<file path="config.mk">
export PLATFORM = sky130hd
export DESIGN_NAME = forwarding_table_lookup_flat
export DESIGN_NICKNAME = d
export VERILOG_FILES = /design/src/rtl/core/fwd_pkg.sv /design/src/rtl/core/fwd_ifs.sv /design/src/rtl/core/forwarding_table_lookup.sv /design/src/rtl/core/fwd_ctrl.sv /design/src/rtl/core/fwd_dp.sv /design/src/flat_wrapper.sv
export VERILOG_INCLUDE_DIRS = /design/src /design/src/rtl/core
export SDC_FILE = /design/constraint.sdc
export NUM_CORES = 1
export LEC_CHECK = 0
export ABC_AREA = 0
export BUFFER_PORTS_ARGS = -buffer_cell sky130_fd_sc_hd__buf_2
export CAP_MARGIN = 40
export CELL_PAD_IN_SITES_DETAIL_PLACEMENT = 0
export CELL_PAD_IN_SITES_GLOBAL_PLACEMENT = 1
export CORE_MARGIN = 2
export CORE_UTILIZATION = 40
export DETAILED_ROUTE_END_ITERATION = 8
export PLACE_DENSITY = 0.63
export SYNTH_ARGS = -nofsm -noshare
export SYNTH_HDL_FRONTEND = slang
export SYNTH_SLANG_ARGS = --single-unit
</file>
<file path="constraint.sdc">
create_clock -name clk_i -period 12.3 [get_ports clk_i]
set_input_delay 0.615 -clock clk_i [delete_from_list [all_inputs] [get_ports clk_i]]
set_output_delay 0.615 -clock clk_i [all_outputs]
set_load 0.01 [all_outputs]
</file>
<file path="src/rtl/core/forwarding_table_lookup_defines.svh">
// Assertion helpers for the forwarding table lookup block.
`ifndef FORWARDING_TABLE_LOOKUP_DEFINES_SVH
`define FORWARDING_TABLE_LOOKUP_DEFINES_SVH

// Clocked check, quiet while reset is asserted.
`define FTL_ASSERT(label, clk, rst_n, prop, msg) \
  label: assert property (@(posedge clk) disable iff (!(rst_n)) (prop)) else $error(msg);

// Clocked check that also holds during reset.
`define FTL_ASSERT_ALWAYS(label, clk, prop, msg) \
  label: assert property (@(posedge clk) (prop)) else $error(msg);

`endif

</file>
<file path="src/rtl/core/fwd_pkg.sv">
package fwd_pkg;

  localparam int unsigned TableDepthDefault = 16;

  localparam int unsigned ADDR_W     = 16;
  localparam int unsigned HOP_W      = 8;
  localparam int unsigned DLY_W      = 16;
  localparam int unsigned STAT_W     = 3;
  localparam int unsigned COUNT_W    = 5;
  localparam int unsigned CFG_IDX_W  = 1;
  localparam int unsigned CFG_DATA_W = 16;

  localparam logic KIND_INSERT = 1'b0;
  localparam logic KIND_LOOKUP = 1'b1;

  typedef enum logic [CFG_IDX_W-1:0] {
    CFG_DEFAULT_HOP   = 1'b0,
    CFG_DEFAULT_DELAY = 1'b1
  } cfg_reg_e;

  typedef enum logic [STAT_W-1:0] {
    ST_INSERTED  = 3'd0,
    ST_HIT       = 3'd1,
    ST_DEFAULT   = 3'd2,
    ST_FULL      = 3'd3,
    ST_DUPLICATE = 3'd4
  } status_e;

  // Controller to datapath.
  typedef struct packed {
    logic start;   // latch the new item, rewind the scan
    logic issue;   // read the next table entry
    logic finish;  // commit the item and load the result register
  } cmd_t;

  // Datapath to controller.
  typedef struct packed {
    logic full;       // insert into a full table
    logic hit;        // registered entry matches the key
    logic exhausted;  // every filled entry has been read
    logic rd_vld;     // read data register holds an entry
  } sts_t;

endpackage

</file>
<file path="src/rtl/core/fwd_ifs.sv">
interface fwd_req_if;
  logic                         valid;
  logic                         ready;
  logic                         kind;
  logic [fwd_pkg::ADDR_W-1:0]   address;
  logic [fwd_pkg::HOP_W-1:0]    next_hop;
  logic [fwd_pkg::DLY_W-1:0]    delay;

  modport source (output valid, kind, address, next_hop, delay, input ready);
  modport sink   (input valid, kind, address, next_hop, delay, output ready);
endinterface

interface fwd_rsp_if;
  logic                          valid;
  logic                          ready;
  logic [fwd_pkg::HOP_W-1:0]     hop_out;
  logic [fwd_pkg::DLY_W-1:0]     delay_out;
  logic [fwd_pkg::STAT_W-1:0]    status;
  logic [fwd_pkg::COUNT_W-1:0]   entry_count;

  modport source (output valid, hop_out, delay_out, status, entry_count, input ready);
  modport sink   (input valid, hop_out, delay_out, status, entry_count, output ready);
endinterface

</file>
<file path="src/rtl/core/forwarding_table_lookup.sv">
// An insert into a full table, or any item on an empty table, resolves without a scan; a lookup
//   or duplicate hit stops the scan at its slot, and a miss or insert reads every filled entry.
// One item at a time: a new item is taken only once the last has finished, and the scan
//   reads one table entry per cycle through the single read port of the entry memory.
// Reset (rst_ni, async, active low) empties the table and zeroes the default route;
//   entry memories are not cleared, an entry is only read once filled.
`include "forwarding_table_lookup_defines.svh"

module forwarding_table_lookup #(
  parameter int unsigned TableDepth = fwd_pkg::TableDepthDefault
) (
  input  logic                           clk_i,
  input  logic                           rst_ni,
  input  logic                           cfg_we_i,
  input  logic [fwd_pkg::CFG_IDX_W-1:0]  cfg_idx_i,
  input  logic [fwd_pkg::CFG_DATA_W-1:0] cfg_data_i,
  fwd_req_if.sink                        req_i,
  fwd_rsp_if.source                      rsp_o
);

  fwd_pkg::cmd_t cmd;
  fwd_pkg::sts_t sts;

  // Controller: accepts a beat in idle, steps the scan, and owns the result valid.
  // A finished result waits in the output register while the next beat is taken.
  fwd_ctrl u_ctrl (
    .clk_i       (clk_i),
    .rst_ni      (rst_ni),
    .in_valid_i  (req_i.valid),
    .in_ready_o  (req_i.ready),
    .out_valid_o (rsp_o.valid),
    .out_ready_i (rsp_o.ready),
    .sts_i       (sts),
    .cmd_o       (cmd)
  );

  // Datapath: entry memories, scan index, compare against the registered entry,
  // fill count, default route and the result register.
  fwd_dp #(
    .TableDepth (TableDepth)
  ) u_dp (
    .clk_i         (clk_i),
    .rst_ni        (rst_ni),
    .cfg_we_i      (cfg_we_i),
    .cfg_idx_i     (cfg_idx_i),
    .cfg_data_i    (cfg_data_i),
    .kind_i        (req_i.kind),
    .address_i     (req_i.address),
    .next_hop_i    (req_i.next_hop),
    .delay_i       (req_i.delay),
    .cmd_i         (cmd),
    .sts_o         (sts),
    .hop_out_o     (rsp_o.hop_out),
    .delay_out_o   (rsp_o.delay_out),
    .status_o      (rsp_o.status),
    .entry_count_o (rsp_o.entry_count)
  );

  // A finished item always shows up as a result beat in the next cycle.
  `FTL_ASSERT(a_finish_shows, clk_i, rst_ni, cmd.finish |=> rsp_o.valid, "finish without result")

  // One item in flight: no second beat is taken right after an accepted one.
  `FTL_ASSERT(a_one_item, clk_i, rst_ni, (req_i.valid && req_i.ready) |=> !req_i.ready, "overlapping items")

  // The scan stops reading once the item has resolved.
  `FTL_ASSERT_ALWAYS(a_no_read_at_finish, clk_i, !(cmd.issue && cmd.finish), "read while finishing")

  // A refused insert into a full table carries no route.
  `FTL_ASSERT(a_full_zero, clk_i, rst_ni, (rsp_o.valid && rsp_o.status == fwd_pkg::ST_FULL) |-> (rsp_o.hop_out == '0 && rsp_o.delay_out == '0), "full status with route data")

endmodule

</file>
<file path="src/rtl/core/fwd_ctrl.sv">
module fwd_ctrl (
  input  logic          clk_i,
  input  logic          rst_ni,
  input  logic          in_valid_i,
  output logic          in_ready_o,
  output logic          out_valid_o,
  input  logic          out_ready_i,
  input  fwd_pkg::sts_t sts_i,
  output fwd_pkg::cmd_t cmd_o
);

  typedef enum logic {
    S_IDLE,
    S_SEARCH
  } state_e;

  state_e state_q, state_d;
  logic   out_valid_q, out_valid_d;
  logic   done_cond;
  logic   out_free;

  assign in_ready_o  = (state_q == S_IDLE);
  assign out_valid_o = out_valid_q;
  assign out_free    = !out_valid_q || out_ready_i;

  // Search ends on full table, on a match, or once the last read has drained.
  assign done_cond = sts_i.full || sts_i.hit || (sts_i.exhausted && !sts_i.rd_vld);

  always_comb begin
    cmd_o       = '0;
    state_d     = state_q;
    out_valid_d = (out_valid_q && !out_ready_i);
    unique case (state_q)
      S_IDLE: begin
        if (in_valid_i) begin
          cmd_o.start = 1'b1;
          state_d     = S_SEARCH;
        end
      end
      S_SEARCH: begin
        cmd_o.issue = !sts_i.full && !sts_i.hit && !sts_i.exhausted;
        if (done_cond && out_free) begin
          cmd_o.finish = 1'b1;
          out_valid_d  = 1'b1;
          state_d      = S_IDLE;
        end
      end
    endcase
  end

  always_ff @(posedge clk_i or negedge rst_ni) begin
    if (!rst_ni) begin
      state_q     <= S_IDLE;
      out_valid_q <= 1'b0;
    end else begin
      state_q     <= state_d;
      out_valid_q <= out_valid_d;
    end
  end

endmodule

</file>
<file path="src/rtl/core/fwd_dp.sv">
module fwd_dp #(
  parameter int unsigned TableDepth = fwd_pkg::TableDepthDefault
) (
  input  logic                              clk_i,
  input  logic                              rst_ni,
  input  logic                              cfg_we_i,
  input  logic [fwd_pkg::CFG_IDX_W-1:0]     cfg_idx_i,
  input  logic [fwd_pkg::CFG_DATA_W-1:0]    cfg_data_i,
  input  logic                              kind_i,
  input  logic [fwd_pkg::ADDR_W-1:0]        address_i,
  input  logic [fwd_pkg::HOP_W-1:0]         next_hop_i,
  input  logic [fwd_pkg::DLY_W-1:0]         delay_i,
  input  fwd_pkg::cmd_t                     cmd_i,
  output fwd_pkg::sts_t                     sts_o,
  output logic [fwd_pkg::HOP_W-1:0]         hop_out_o,
  output logic [fwd_pkg::DLY_W-1:0]         delay_out_o,
  output logic [fwd_pkg::STAT_W-1:0]        status_o,
  output logic [fwd_pkg::COUNT_W-1:0]       entry_count_o
);

  localparam int unsigned CntW = $clog2(TableDepth + 1);
  localparam int unsigned IdxW = (TableDepth > 1) ? $clog2(TableDepth) : 1;

  // Table storage, one entry read per cycle.
  logic [fwd_pkg::ADDR_W-1:0] addr_mem [TableDepth];
  logic [fwd_pkg::HOP_W-1:0]  hop_mem  [TableDepth];
  logic [fwd_pkg::DLY_W-1:0]  dly_mem  [TableDepth];

  logic [fwd_pkg::HOP_W-1:0]  dflt_hop_q;
  logic [fwd_pkg::DLY_W-1:0]  dflt_dly_q;

  logic                       kind_q;
  logic [fwd_pkg::ADDR_W-1:0] key_q;
  logic [fwd_pkg::HOP_W-1:0]  new_hop_q;
  logic [fwd_pkg::DLY_W-1:0]  new_dly_q;

  logic [CntW-1:0]            cnt_q, cnt_d;
  logic [CntW-1:0]            idx_q;
  logic                       rd_vld_q;
  logic [fwd_pkg::ADDR_W-1:0] rd_addr_q;
  logic [fwd_pkg::HOP_W-1:0]  rd_hop_q;
  logic [fwd_pkg::DLY_W-1:0]  rd_dly_q;

  logic [fwd_pkg::HOP_W-1:0]  res_hop_q;
  logic [fwd_pkg::DLY_W-1:0]  res_dly_q;
  fwd_pkg::status_e           res_status_q;
  logic [fwd_pkg::COUNT_W-1:0] res_count_q;

  logic                       full;
  logic                       hit;
  logic                       ins_ok;
  fwd_pkg::status_e           status_d;
  logic [fwd_pkg::HOP_W-1:0]  hop_d;
  logic [fwd_pkg::DLY_W-1:0]  dly_d;

  assign full   = (kind_q == fwd_pkg::KIND_INSERT) && (cnt_q == CntW'(TableDepth));
  assign hit    = rd_vld_q && (rd_addr_q == key_q);
  assign ins_ok = (kind_q == fwd_pkg::KIND_INSERT) && !full && !hit;

  assign sts_o.full      = full;
  assign sts_o.hit       = hit;
  assign sts_o.exhausted = (idx_q == cnt_q);
  assign sts_o.rd_vld    = rd_vld_q;

  assign cnt_d = cnt_q + CntW'(cmd_i.finish && ins_ok);

  always_comb begin
    hop_d = '0;
    dly_d = '0;
    if (full) begin
      status_d = fwd_pkg::ST_FULL;
    end else if (kind_q == fwd_pkg::KIND_INSERT) begin
      status_d = hit ? fwd_pkg::ST_DUPLICATE : fwd_pkg::ST_INSERTED;
    end else if (hit) begin
      status_d = fwd_pkg::ST_HIT;
      hop_d    = rd_hop_q;
      dly_d    = rd_dly_q;
    end else begin
      status_d = fwd_pkg::ST_DEFAULT;
      hop_d    = dflt_hop_q;
      dly_d    = dflt_dly_q;
    end
  end

  always_ff @(posedge clk_i or negedge rst_ni) begin
    if (!rst_ni) begin
      cnt_q      <= '0;
      idx_q      <= '0;
      rd_vld_q   <= 1'b0;
      dflt_hop_q <= '0;
      dflt_dly_q <= '0;
    end else begin
      cnt_q <= cnt_d;
      if (cmd_i.start) begin
        idx_q    <= '0;
        rd_vld_q <= 1'b0;
      end else if (cmd_i.issue) begin
        idx_q    <= idx_q + CntW'(1);
        rd_vld_q <= 1'b1;
      end else if (!hit) begin
        rd_vld_q <= 1'b0;
      end
      if (cfg_we_i) begin
        unique case (fwd_pkg::cfg_reg_e'(cfg_idx_i))
          fwd_pkg::CFG_DEFAULT_HOP:   dflt_hop_q <= cfg_data_i[fwd_pkg::HOP_W-1:0];
          fwd_pkg::CFG_DEFAULT_DELAY: dflt_dly_q <= cfg_data_i[fwd_pkg::DLY_W-1:0];
        endcase
      end
    end
  end

  // Item, read data, result and table contents.
  always_ff @(posedge clk_i) begin
    if (cmd_i.start) begin
      kind_q    <= kind_i;
      key_q     <= address_i;
      new_hop_q <= next_hop_i;
      new_dly_q <= delay_i;
    end
    if (cmd_i.issue) begin
      rd_addr_q <= addr_mem[idx_q[IdxW-1:0]];
      rd_hop_q  <= hop_mem[idx_q[IdxW-1:0]];
      rd_dly_q  <= dly_mem[idx_q[IdxW-1:0]];
    end
    if (cmd_i.finish) begin
      res_hop_q    <= hop_d;
      res_dly_q    <= dly_d;
      res_status_q <= status_d;
      res_count_q  <= fwd_pkg::COUNT_W'(cnt_d);
      if (ins_ok) begin
        addr_mem[cnt_q[IdxW-1:0]] <= key_q;
        hop_mem[cnt_q[IdxW-1:0]]  <= new_hop_q;
        dly_mem[cnt_q[IdxW-1:0]]  <= new_dly_q;
      end
    end
  end

  assign hop_out_o     = res_hop_q;
  assign delay_out_o   = res_dly_q;
  assign status_o      = res_status_q;
  assign entry_count_o = res_count_q;

endmodule
</file>
<file path="src/flat_wrapper.sv">
// flat-port wrapper written by rule: the top's interface ports become plain ports
module forwarding_table_lookup_flat 
#(
  parameter int unsigned TableDepth = fwd_pkg::TableDepthDefault
)
  (clk_i, rst_ni, cfg_we_i, cfg_idx_i, cfg_data_i, req_i_valid, req_i_kind, req_i_address, req_i_next_hop, req_i_delay, req_i_ready, rsp_o_valid, rsp_o_hop_out, rsp_o_delay_out, rsp_o_status, rsp_o_entry_count, rsp_o_ready);
  fwd_req_if req_i_i ();
  fwd_rsp_if rsp_o_i ();
  input  logic clk_i;
  input  logic rst_ni;
  input  logic cfg_we_i;
  input  logic [fwd_pkg::CFG_IDX_W-1:0] cfg_idx_i;
  input  logic [fwd_pkg::CFG_DATA_W-1:0] cfg_data_i;
  input wire logic [$bits(req_i_i.valid)-1:0] req_i_valid;
  input wire logic [$bits(req_i_i.kind)-1:0] req_i_kind;
  input wire logic [$bits(req_i_i.address)-1:0] req_i_address;
  input wire logic [$bits(req_i_i.next_hop)-1:0] req_i_next_hop;
  input wire logic [$bits(req_i_i.delay)-1:0] req_i_delay;
  output wire logic [$bits(req_i_i.ready)-1:0] req_i_ready;
  output wire logic [$bits(rsp_o_i.valid)-1:0] rsp_o_valid;
  output wire logic [$bits(rsp_o_i.hop_out)-1:0] rsp_o_hop_out;
  output wire logic [$bits(rsp_o_i.delay_out)-1:0] rsp_o_delay_out;
  output wire logic [$bits(rsp_o_i.status)-1:0] rsp_o_status;
  output wire logic [$bits(rsp_o_i.entry_count)-1:0] rsp_o_entry_count;
  input wire logic [$bits(rsp_o_i.ready)-1:0] rsp_o_ready;
  assign req_i_i.valid = req_i_valid;
  assign req_i_i.kind = req_i_kind;
  assign req_i_i.address = req_i_address;
  assign req_i_i.next_hop = req_i_next_hop;
  assign req_i_i.delay = req_i_delay;
  assign req_i_ready = req_i_i.ready;
  assign rsp_o_valid = rsp_o_i.valid;
  assign rsp_o_hop_out = rsp_o_i.hop_out;
  assign rsp_o_delay_out = rsp_o_i.delay_out;
  assign rsp_o_status = rsp_o_i.status;
  assign rsp_o_entry_count = rsp_o_i.entry_count;
  assign rsp_o_i.ready = rsp_o_ready;
  forwarding_table_lookup #(.TableDepth(TableDepth)) u_core (.clk_i(clk_i), .rst_ni(rst_ni), .cfg_we_i(cfg_we_i), .cfg_idx_i(cfg_idx_i), .cfg_data_i(cfg_data_i), .req_i(req_i_i), .rsp_o(rsp_o_i));
endmodule
</file>
Word-level counts from Yosys, hierarchy flattened
Memories as Yosys holds them, arrays and structs flattened. A register that Yosys moved wholly into a read port is not among the register bits.
Index checks and enable logic that the tools add are counted.
- flip-flop bits (word level): 110
- logic and storage cells: 71
- memories: 3
- memory bits (writable): 640
- bits in latches: 0
- memory bits (read-only): 0
- memories (memory ; depth ; width ; rd ports ; clocked after Yosys merged registers in ; write ports ; line ; source):
    u_core.u_dp.addr_mem ; 16 ; 16 ; 1 ; 1 ; 1 ; fwd_dp.sv:25 ; logic [fwd_pkg::ADDR_W-1:0] addr_mem [TableDepth];
    u_core.u_dp.dly_mem ; 16 ; 16 ; 1 ; 1 ; 1 ; fwd_dp.sv:27 ; logic [fwd_pkg::DLY_W-1:0] dly_mem [TableDepth];
    u_core.u_dp.hop_mem ; 16 ; 8 ; 1 ; 1 ; 1 ; fwd_dp.sv:26 ; logic [fwd_pkg::HOP_W-1:0] hop_mem [TableDepth];
- reduce and logical (&&, ||, !) cells: 23
- div/mod/pow operators: 0
- multipliers: 0
- mux-type cells: 21
- eq/ne operators: 4
- bitwise gates (word level): 3
- order comparisons: 0
- shifts and indexed selects: 0
- $add $sub $neg: 2
- operators by type and width (cell ; number):
    $eq 16x16->1 ; 1
    $mux 16 ; 1
    $mux 1 ; 12
    $logic_and 1x1->1 ; 10
    $mux 5 ; 2
    $mux 8 ; 1
    $logic_not 1->1 ; 6
    $mux 3 ; 2
    $add 5x1->5 ; 1
    $add 5x1->5 const B ; 1
    $eq 5x5->1 ; 1
    $eq 5x5->1 const B ; 1
    $mux 2 ; 2
    $reduce_and 2->1 ; 2
    $logic_or 1x1->1 ; 3
    $ne 3x1->1 const B ; 1
    $not 1->1 ; 3
    $pmux 1 s2 ; 1
    $reduce_bool 2->1 ; 1
    $reduce_or 2->1 ; 1

Logic depth before layout (Yosys ltp)
- depth in word-level cells: 9
- mapped depth: 13
- mapped depth without buffers: 10

Cells and area by module
From an unflattened synthesis, not the netlist that was laid out.
- cell total of the unflattened synthesis: 1404
- area total of the unflattened synthesis: 30212.7 sq um
- by module, submodules not included (module ; area an instance (sq um) ; cells an instance ; instances):
    fwd_dp ; 30078.8 ; 1393 ; 1
    fwd_ctrl ; 133.9 ; 11 ; 1

Worst setup path before layout
Ideal clock, no wire load.
- kind: register to register
- start: register u_core.u_dp.cnt_q[0]
- end: memory u_core.u_dp.addr_mem[12][0] (netlist bit), enable pin
- path buffers: 2
- clock period less this slack: 6.198 ns
- stages on the path, launching flop included: 9
- arrival time: 5.661 ns
- slack: 6.102 ns
- library setup time: 0.537 ns
- cell sequence: dfrtp_1 > buf_6 > xor2_1 > nor3_1 > nand3_1 > o22a_1 > or4b_1 > buf_6 > nor4_1
- longest elaborated chain between the ends: 9
- elaborated cells on any way between the ends: 15
- RTL lines (what ; line ; source):
    from (decl) ; fwd_dp.sv:37 ; logic [CntW-1:0] cnt_q, cnt_d;
    from (signal assigned) ; fwd_dp.sv:93 ; cnt_q <= cnt_d;
    $eq 5x5->1 ; fwd_dp.sv:56 ; assign full = (kind_q == fwd_pkg::KIND_INSERT) && (cnt_q == CntW'(TableDepth));
    $logic_and 1x1->1 ; fwd_dp.sv:56 ;
    $logic_or 1x1->1 (2 in series) ; fwd_ctrl.sv:27 ; assign done_cond = sts_i.full || sts_i.hit || (sts_i.exhausted && !sts_i.rd_vld);
    $logic_and 1x1->1 ; fwd_ctrl.sv:42 ; if (done_cond && out_free) begin
    $mux 1 ; fwd_ctrl.sv:42 ;
    $mux 2 ; fwd_ctrl.sv:33 ; unique case (state_q)
    $mux 1 ; fwd_dp.sv:125 ; if (cmd_i.finish) begin
    $mux 1 (implied by the code) ; fwd_dp.sv:131 ; addr_mem[cnt_q[IdxW-1:0]] <= key_q;
    to (decl) ; fwd_dp.sv:25 ;
Several ways; a longest one is shown, not always the timed one.

Final worst setup path
- start: register u_core.u_dp.key_q[9] (netlist bit)
- end: register u_core.u_dp.res_count_q (netlist bit u_core.u_dp.entry_count_o[4]) (data pin)
- longest elaborated chain between the ends: 9
- elaborated cells on any way between the ends: 11
- RTL lines (what ; line ; source):
    from (decl) ; fwd_dp.sv:33 ; logic [fwd_pkg::ADDR_W-1:0] key_q;
    from (signal assigned) ; fwd_dp.sv:116 ; key_q <= address_i;
    $eq 16x16->1 * ; fwd_dp.sv:57 ; assign hit = rd_vld_q && (rd_addr_q == key_q);
    $logic_and 1x1->1 * ; fwd_dp.sv:57 ;
    $logic_or 1x1->1 (2 in series) ; fwd_ctrl.sv:27 ;
    $logic_and 1x1->1 ; fwd_ctrl.sv:42 ;
    $mux 1 ; fwd_ctrl.sv:42 ;
    $mux 2 ; fwd_ctrl.sv:33 ;
    $logic_and 1x1->1 * ; fwd_dp.sv:65 ; assign cnt_d = cnt_q + CntW'(cmd_i.finish && ins_ok);
    $add 5x1->5 * ; fwd_dp.sv:65 ;
    named net u_core.u_dp.cnt_d[4] ; fwd_dp.sv:37 ;
    to (signal assigned) ; fwd_dp.sv:129 ; res_count_q <= fwd_pkg::COUNT_W'(cnt_d);
    to (decl) ; fwd_dp.sv:47 ; logic [fwd_pkg::COUNT_W-1:0] res_count_q;
Mark *: on every way through the listed nets, which the timed path passes. The rest lies on a longest branch.
A chain may end at the register's enable or synchronous reset.

==> results list <==
* Status: completed
- Counting distinct cell types in the post-synthesis netlist gives 39.
- Total Wirelength: 65700 um
* Power share of the clock group: 0.357
- Number of fill cells: 5968
- Proportion of synthesized chip area in sequential cells: 0.792
* Total via count after detailed routing: 13400
* First-pass iteration count of the detailed router: 4
* Commonest cells after routing, fill and taps aside: edfxtp_1, mux4_2, buf_2
- Clock tree from TritonCTS: done
* Mean number of vias per cell: 5.49
- Clock-pin slew of the registers on the worst-case setup and hold paths: 0.06 ns
* Wire per inst: 26.9 um
- Die Width: 277 um
* Worst Skew: 0.0250 ns
- Antenna violations before repair: 1
- STA classifies the critical path startpoint as a flop.
- Switching share of power: 0.240
- Entering global routing, the biggest net connects 99 pins.
- Maximum clock insertion buffer count: 3
- The floorplan has 99 rows.
* DP Cell Count: 2290
- The clock reaches the later pin of the worst-skew pair after 0.63 ns.
- Based on the critical path, the design can be clocked at up to 241 MHz.
- The finished layout holds 2441 standard cells, fillers aside.
* Gate count after technology mapping: 1252
* Largest vdd supply drop: 0.000126 V
* Number of port buffers: 96
- In this run the worst hold path is classified as input pin to asynchronous set/reset pin.
- Final-stage net count: 1482
* RD Place Congestion: 0.704
- In the finished design, the share of the clock period the worst path needs comes to 0.337.
- Share of cells above drive strength 1: 0.340
* Net switching power of the design: 0.00167 W
- Initial DRC Count: 1201
- Number of H-tree levels: 3
- For the pin with the worst max-slew slack, the measured transition is 0.916 ns.
- Post-Synthesis Net Count: 1318
- Once the clock tree was built, the setup fixing pass inserted 0 buffers.
- Total Die Area: 76500 sq um
- The repair_antennas step left the layout with diodes totalling 0.
- Biggest fanout along the worst timing path: 17
- Summed over all failing endpoints, the final setup total negative slack is 0 ns.
- Leaving out fill and tap cells, the most frequent cell in the layout is edfxtp_1.
- Setup violations remaining at the end of the flow were counted as 0.
- Data required, critical path: 12.66 ns
* Post-synthesis area per instance: 23.7 sq um
- Of the total power, registers draw 0.458.
* Final Max Slew Viols: 0
- The number of hold-slack violations in the final timing report is 0.
- Number of remaining DRC errors: 0
* Kind of end point of the critical path: flop
- Internal power: 0.00529 W
- In the synthesized netlist the dominant register cell turns out to be edfxtp_1.
- Synthesis inferred 790 register bits.
* Total routing usage reported by global routing: 0.175
* Number of enable-type register cells in the synthesized netlist: 753
* Die extent in y: 277 um
* Final critical-path required period: 4.15 ns
- Once the clock tree was built, the resizer swapped 0 gates to a different size.
* Endpoint arrival time on the critical path: 4.50 ns
* MaxCap Viol Count: 0
* Cell at the root of the clock tree: clkbuf_16
- For this design the ratio of total power to cell area is 202 nW/um^2.
- For this run, the number of Yosys warnings is 0.
- Post-synthesis instance area: 29700 sq um
* Type of the worst setup path: flop to flop
- Initial Utilization: 0.406
* FF-to-FF path depth: 12
- Number of buffers inserted for hold repair after clock tree synthesis: 0
- Final HPWL from detailed placement: 33000 um
- Summed over all cells, the static leakage comes to 11.2 nW.
- RSZ-0062 raised after global routing: no
- I/O pin count: 97
* Area growth, synth to finish: 15.8%
* Congestion Overflow GR: 0
- Wire length of the first global-routing pass: 96900 um
- CTS Buf Count: 83
- Max-slew headroom: 0.389
* Number of nets with antenna violations after detailed routing: 0
* Share of power burned in combinational logic: 0.185
- Total number of clock tree sinks: 790
- The region available for standard cell placement spans 73200 sq um.
- The number of global-route vias before repair is 14200.
- After synthesis, the share of flip-flops with an asynchronous set or reset is 0.0468.
-- worst paths after layout --
kind | from | end | slack, ns
max | u_core.u_dp.key_q[9] | u_core.u_dp.entry_count_o[4] | 8.15
min | rst_ni | u_core.u_dp.dflt_dly_q[7] | 0.1
max reg2reg | u_core.u_dp.key_q[9] | u_core.u_dp.entry_count_o[4] | 8.15
min reg2reg | u_core.u_dp.dflt_hop_q[3] | u_core.u_dp.dflt_hop_q[3] | 0.50
max in group asynchronous | rst_ni | u_core.u_dp.idx_q[1] | 11.72
min in group clk_i | req_i_address[12] | u_core.u_dp.key_q[12] | 0.16
-- state kept, by name, summed over array words and instances, names as in the netlist, 16 cells and up --
name                     flops
u_core.u_dp.dly_mem        256
u_core.u_dp.key_q           16
u_core.u_dp.rd_dly_q        16
u_core.u_dp.rd_addr_q       16
u_core.u_dp.hop_mem        128
u_core.u_dp.addr_mem       256
u_core.u_dp.delay_out_o     16
u_core.u_dp.dflt_dly_q      16
u_core.u_dp.new_dly_q       16
-- worst max-delay path, stage by stage, from the launching register on --
cell      delay, ns
edfxtp_1       0.59
xor2_1         0.26
nor4_1         0.65
nand2_1        0.23
nor4_1         0.63
buf_2          0.29
or4b_1         0.13
buf_4          0.38
inv_1          0.09
ha_1           0.22
ha_1           0.21
nand3_1        0.10
xnor2_1        0.09
-- cells by family (layout without fill, tap and decap cells) --
family,after synthesis,in the layout,share of synthesized area
flops,790,790,0.792
mux,228,228,0.162
simple gates,102,102,0.0183
buf+inv,69,299,0.0104
compound gates,36,36,0.00872
xor+xnor,24,24,0.00707
fa+ha+maj,3,3,0.00126
-- per-stage QoR --
| stage | util | power (W) | cell area (sq um) | hold WS [ns] | setup slack [ns] |
|---|---|---|---|---|---|
| 4_1_cts | 0.470 | 0.00706 | 34400 | 0.0840 | 8.19 |
| 6_report | 0.470 | 0.00696 | 34400 | 0.0961 | 8.15 |
| 5_1_grt | 0.470 | 0.00724 | 34400 | 0.109 | 7.89 |
| 3_5_place_dp | 0.433 | 0.00457 | 31700 | 0.494 | 8.20 |
| 2_1_floorplan | - | 0.00422 | 29700 | 0.319 | 6.10 |
| 3_3_place_gp | 0.431 | 0.00453 | 31500 | 0.488 | 7.74 |
-- per-layer routing --
layer / part of all wire / global-route usage / vias to the layer above
met5: 0 / 0 / -
met4: 0.019 / 0.0419 / 0
met3: 0.066 / 0.0368 / 93
met2: 0.47 / 0.273 / 454
met1: 0.45 / 0.253 / 7223
li1: - / - / 5619
-- synth_stat cells (all sizes together), types with 4 or more instances --
library cell | count | area share
a21boi | 24 | 0.0061
a21oi | 5 | 0.00084
buf | 25 | 0.0048
clkbuf | 38 | 0.0048
dfrtp | 37 | 0.031
edfxtp | 753 | 0.76
inv | 6 | 0.00076
mux2 | 24 | 0.0091
mux2i | 4 | 0.0013
mux4 | 200 | 0.15
nand2 | 59 | 0.0075
nand2b | 4 | 0.00084
nand3 | 6 | 0.0010
nor2 | 4 | 0.00051
nor3 | 11 | 0.0034
nor4 | 11 | 0.0034
xnor2 | 12 | 0.0035
xor2 | 12 | 0.0035
-- final cells by class --
class                           count  area [sq um]  share of cell area
Clock buffer                      107          2220              0.0645
Clock inverter                     44           488              0.0142
Timing Repair Buffer              142           926              0.0269
Multi-Input combinational cell    393          5990               0.174
Sequential cell                   790         23600               0.685
Inverter                            6          22.5            0.000655
Tap cell                          959          1200              0.0349
-- power by group through the flow --
stage / registers (W) / clock network (W) / logic [W]
floorplan: 0.00315 / 0 / 0.00107
global placement: 0.00328 / 0 / 0.00125
detailed placement: 0.00325 / 0 / 0.00132
CTS: 0.00319 / 0.00254 / 0.00132
global route: 0.00321 / 0.00264 / 0.00138
finish: 0.00319 / 0.00249 / 0.00129
No activity file was read; power rests on OpenSTA's default activity.
